`src/rtl/core/pfa_pkg.sv`:
```
`timescale 1ns / 1ps
// ----------------------------------------------------------------------------
// pfa_pkg
// shared types and constants of the page frame allocator
// ----------------------------------------------------------------------------
package pfa_pkg;

  localparam int unsigned ADDR_W         = 32;
  localparam int unsigned COUNT_W        = 21;
  localparam int unsigned BASE_W         = 20;
  localparam int unsigned STATUS_W       = 2;
  localparam int unsigned DEF_FREE_DEPTH = 1024;
  localparam int unsigned DEF_PAGE_SHIFT = 12;

  localparam logic OP_ALLOC = 1'b0;
  localparam logic OP_FREE  = 1'b1;

  typedef enum logic [STATUS_W-1:0] {
    STATUS_OK          = 2'd0,
    STATUS_NONE_IN_USE = 2'd1,
    STATUS_STORE_FULL  = 2'd2,
    STATUS_EXHAUSTED   = 2'd3
  } status_e;

  typedef enum logic [1:0] {
    CMD_REJECT = 2'd0,
    CMD_PUSH   = 2'd1,
    CMD_POP    = 2'd2,
    CMD_BUMP   = 2'd3
  } cmd_e;

  typedef struct packed {
    logic    load;
    cmd_e    op;
    logic    reserve;
    status_e status;
  } pfa_cmd_t;

  typedef struct packed {
    logic reserved;
    logic frame_avail;
    logic frame_avail2;
    logic free_empty;
    logic free_full;
    logic none_in_use;
  } pfa_stat_t;

endpackage

```
`src/rtl/core/pfa_ctrl.sv`:
```
`timescale 1ns / 1ps
// ----------------------------------------------------------------------------
// pfa_ctrl
// request decode and output register handshake of the allocator
// ----------------------------------------------------------------------------
module pfa_ctrl
  import pfa_pkg::*;
(
  input  logic      clk_i,
  input  logic      rst_ni,
  input  logic      in_valid_i,
  output logic      in_stall_o,
  input  logic      in_operation_i,
  output logic      out_valid_o,
  input  logic      out_stall_i,
  input  pfa_stat_t stat_i,
  output pfa_cmd_t  cmd_o
);

  localparam logic ST_EMPTY = 1'b0;
  localparam logic ST_FULL  = 1'b1;

  logic state_q, state_d;
  logic can_load;
  logic accept;

  assign can_load   = (state_q == ST_EMPTY) || !out_stall_i;
  assign accept     = in_valid_i && can_load;
  assign in_stall_o = !can_load;
  assign out_valid_o = (state_q == ST_FULL);

  always_comb begin
    state_d = state_q;
    unique case (state_q)
      ST_EMPTY: begin
        if (accept) state_d = ST_FULL;
      end
      ST_FULL: begin
        if (!out_stall_i && !accept) state_d = ST_EMPTY;
      end
      default: state_d = ST_EMPTY;
    endcase
  end

  always_ff @(posedge clk_i or negedge rst_ni) begin
    if (!rst_ni) begin
      state_q <= ST_EMPTY;
    end else begin
      state_q <= state_d;
    end
  end

  always_comb begin
    cmd_o.load    = accept;
    cmd_o.op      = CMD_REJECT;
    cmd_o.reserve = 1'b0;
    cmd_o.status  = STATUS_OK;
    if (in_operation_i == OP_FREE) begin
      if (stat_i.none_in_use) begin
        cmd_o.status = STATUS_NONE_IN_USE;
      end else if (stat_i.free_full) begin
        cmd_o.status = STATUS_STORE_FULL;
      end else begin
        cmd_o.op = CMD_PUSH;
      end
    end else if (!stat_i.reserved) begin
      if (!stat_i.frame_avail) begin
        cmd_o.status = STATUS_EXHAUSTED;
      end else begin
        cmd_o.reserve = 1'b1;
        if (!stat_i.free_empty) begin
          cmd_o.op = CMD_POP;
        end else if (stat_i.frame_avail2) begin
          cmd_o.op = CMD_BUMP;
        end else begin
          cmd_o.status = STATUS_EXHAUSTED;
        end
      end
    end else if (!stat_i.free_empty) begin
      cmd_o.op = CMD_POP;
    end else if (stat_i.frame_avail) begin
      cmd_o.op = CMD_BUMP;
    end else begin
      cmd_o.status = STATUS_EXHAUSTED;
    end
  end

endmodule

```
`config.mk`:
```
export PLATFORM = sky130hd
export DESIGN_NAME = pfa_ctrl
export DESIGN_NICKNAME = d
export VERILOG_FILES = /design/src/rtl/core/pfa_pkg.sv /design/src/rtl/core/pfa_ctrl.sv
export SDC_FILE = /design/constraint.sdc
export NUM_CORES = 1
export LEC_CHECK = 0
export ABC_AREA = 1
export BUFFER_PORTS_ARGS = -buffer_cell sky130_fd_sc_hd__buf_2
export CORE_AREA = 10 10 47 49
export DETAILED_ROUTE_END_ITERATION = 10
export DIE_AREA = 0 0 57 59
export HOLD_SLACK_MARGIN = 0.08
export PLACE_DENSITY_LB_ADDON = 0.2
export SETUP_SLACK_MARGIN = 0.05
export SLEW_MARGIN = 30
export SYNTH_ARGS = -nofsm -noshare
export SYNTH_HDL_FRONTEND = slang
export SYNTH_SLANG_ARGS = --single-unit
```
`constraint.sdc`:
```
create_clock -name clk_i -period 1.9 [get_ports clk_i]
set_input_delay 0.19 -clock clk_i [delete_from_list [all_inputs] [get_ports clk_i]]
set_output_delay 0.19 -clock clk_i [all_outputs]
set_load 0.01 [all_outputs]
```
==> run_results.csv <==
group,metric,value,unit
routing,drc,0,
sta,worst_hold_slack,0.391,ns
power,p_seq_frac,0.321,
power,cellInternalPower,0.0000466,W
sta,hold_viol,0,
setup_path,critPathCaptureType,"output pin",
setup_path,crit_required,1.71,ns
logic_synthesis,yosysSeqAreaShare,0.182,
sta,drv_slew,0,
sta,slew_headroom,0.908,
status,status,"finished, final reports clean",
setup_path,cp.arrival,0.77,ns
routing,via_per_inst,3.52,
clock_network,path_clk_slew,0,ns
clock_network,insertion_delay,0,ns
placement,routabilityCongestion,0.640,
sta,max_freq,1040,MHz
global_routing,grt-ovfl-total,0,
logic_synthesis,synth_commonest_cells,"9 x nand2_1, 4 x inv_1, 3 x nor2_1",
logic_synthesis,ys_seq_elements,1,
logic_synthesis,synth_cell_types,12,
placement,hpwlAfterDp,483,um
logic_synthesis,synthArstFlopShare,1.00,
power,switching_share,0.373,
sta,finalSetupViolCount,0,
logic_synthesis,syn_nets,37,
logic_synthesis,synth_edf_count,0,
sta,min_period,0.963,ns
job,drv_cap,0,
floorplan,dieHeight,59,um
global_routing,antenna_found_initial,0,
placement,io_buffers,18,
logic_synthesis,synthCells,26,
cells_and_area,antenna_cells,0,
cells_and_area,syn_to_final_growth,81.8,%
sta,tns,0,ns
setup_path,crit_path_start_kind,"input pin",
power,p_switching,0.0000277,W
cells_and_area,drive_above_1_share,0.500,
global_routing,grt_pass1_vias,211,
logic_synthesis,synth_area_leaders,"nand2_1 25%, dfrtp_1 18%, inv_1 11%, nand2_2 9.1%, nor2_1 8.2%",
logic_synthesis,yosysWarnings,0,
setup_path,cp_max_fo,2,
routing,wirelength,509,um
placement,dpl.cell_count,59,
sta,skew,0,ns
floorplan,core_area,1400,sq um
routing,antenna_left,0,
setup_path,crit_type,"input pin to output pin",
routing,vias,211,
cells_and_area,final_nets,57,
logic_synthesis,yosysTopAreaCell,"nand2_1",
logic_synthesis,syn_area,138,sq um
routing,routedWlPerCell,8.48,um
floorplan,rows,14,
cells_and_area,largest_register_ffs,1,
power,clkPwrFrac,0,
power,power_leakage,0.162,nW
sta,final.period_utilization,0.507,
clock_network,cts_resized,0,
power,p_per_area,297,nW/um^2
cells_and_area,layout.cells.non_filler,60,
logic_synthesis,yosys.cell_count.top_type,"nand2_1",
sta,rsz0062_at_grt,"no",
floorplan,start_util,0.0982,
min_path,hold_path_class,"input pin to register",
floorplan,ios,19,
power,irDropWorstVdd,0.000116,V
global_routing,grt_max_degree,7,
logic_synthesis,synth_flop_cell,"dfrtp_1",
floorplan,die_w,57,um
global_routing,grtUsageTotal,0.0268,
logic_synthesis,postSynthAreaPerCell,5.29,sq um
routing,drtIter0Drc,0,
floorplan,die_area,3360,sq um
sta,worst_slew_pin_slew,0.137,ns
routing,dr.pass1.iters,1,
power,p_comb_frac,0.679,
logic_synthesis,synth_top_cell_area_share,0.245,
global_routing,grt_first_pass_wirelength,834,um
## cell usage in the layout (no fill, tap or decap), drive strengths merged
master,count
nor3,1
nand2,11
dfrtp,1
nor2,4
inv,5
nand3,1
dlygate4sd3,1
o21ai,1
buf,18
nand3b,1
## logic make-up (layout without fill, tap and decap cells)
logic type	after synthesis	in the layout	synth area share
AOI/OAI and AO/OA	1	1	0.0363
and+or+nand+nor	18	18	0.591
buffers and inverters	6	24	0.191
DFF	1	1	0.182
## worst max-delay path: stages
cell and delay, ns:
buf_2 0.10, nor2_2 0.12, nand2_1 0.07, nand2_2 0.08, nand2_2 0.05, nand2_1 0.04
buf_2 0.12
## layout make-up
type                            count  area [sq um]
Fill cell                         182          1150
Tap cell                           16          20.0
Inverter                            5          18.8
Timing Repair Buffer               19           100
Sequential cell                     1          25.0
Multi-Input combinational cell     19          86.3
## layer usage
metal	vias to the layer above	GRT usage	part of all wire
li1	112	-	-
met1	82	0.0333	0.47
met2	17	0.0419	0.37
met3	0	0.0150	0.17
met4	0	0	0
met5	-	0	0
## metrics by stage
| stage | setup WS (ns) | instance area [sq um] | total power, W | utilization |
|---|---|---|---|---|
| 2_1_floorplan | 0.979 | 138 | 0.0000487 | - |
| 3_5_place_dp | 0.921 | 240 | 0.0000740 | 0.171 |
| 4_1_cts | 0.919 | 250 | 0.0000757 | 0.179 |
| 3_3_place_gp | 0.917 | 240 | 0.0000747 | 0.171 |
| 6_report | 0.937 | 250 | 0.0000743 | 0.179 |
| 5_1_grt | 0.833 | 250 | 0.0000821 | 0.179 |
## power groups by stage
stage               clock (W)  combinational (W)  sequential, W
floorplan                   0          0.0000241      0.0000246
global route                0          0.0000580      0.0000240
finish                      0          0.0000504      0.0000239
detailed placement          0          0.0000501      0.0000238
global placement            0          0.0000509      0.0000237
CTS                         0          0.0000518      0.0000239
## what timing repair did
action / CTS / global route
hold buffers: 1 / 0
setup buffers: 0 / 0
endpoints found under the hold margin: 1 / 0
## worst paths after layout
check | depth (start not counted) | to | start | slack (ns)
max | 7 | cmd_o[0] | stat_i[3] | 0.94
min | 3 | out_valid_o | in_valid_i | 0.39
max reg2reg | 2 | out_valid_o | out_valid_o | 1.28
min reg2reg | 2 | out_valid_o | out_valid_o | 0.50
max in group asynchronous | 2 | out_valid_o | rst_ni | 1.32
min in group asynchronous | 2 | out_valid_o | rst_ni | 0.49
No activity file was read; power rests on OpenSTA's default activity.
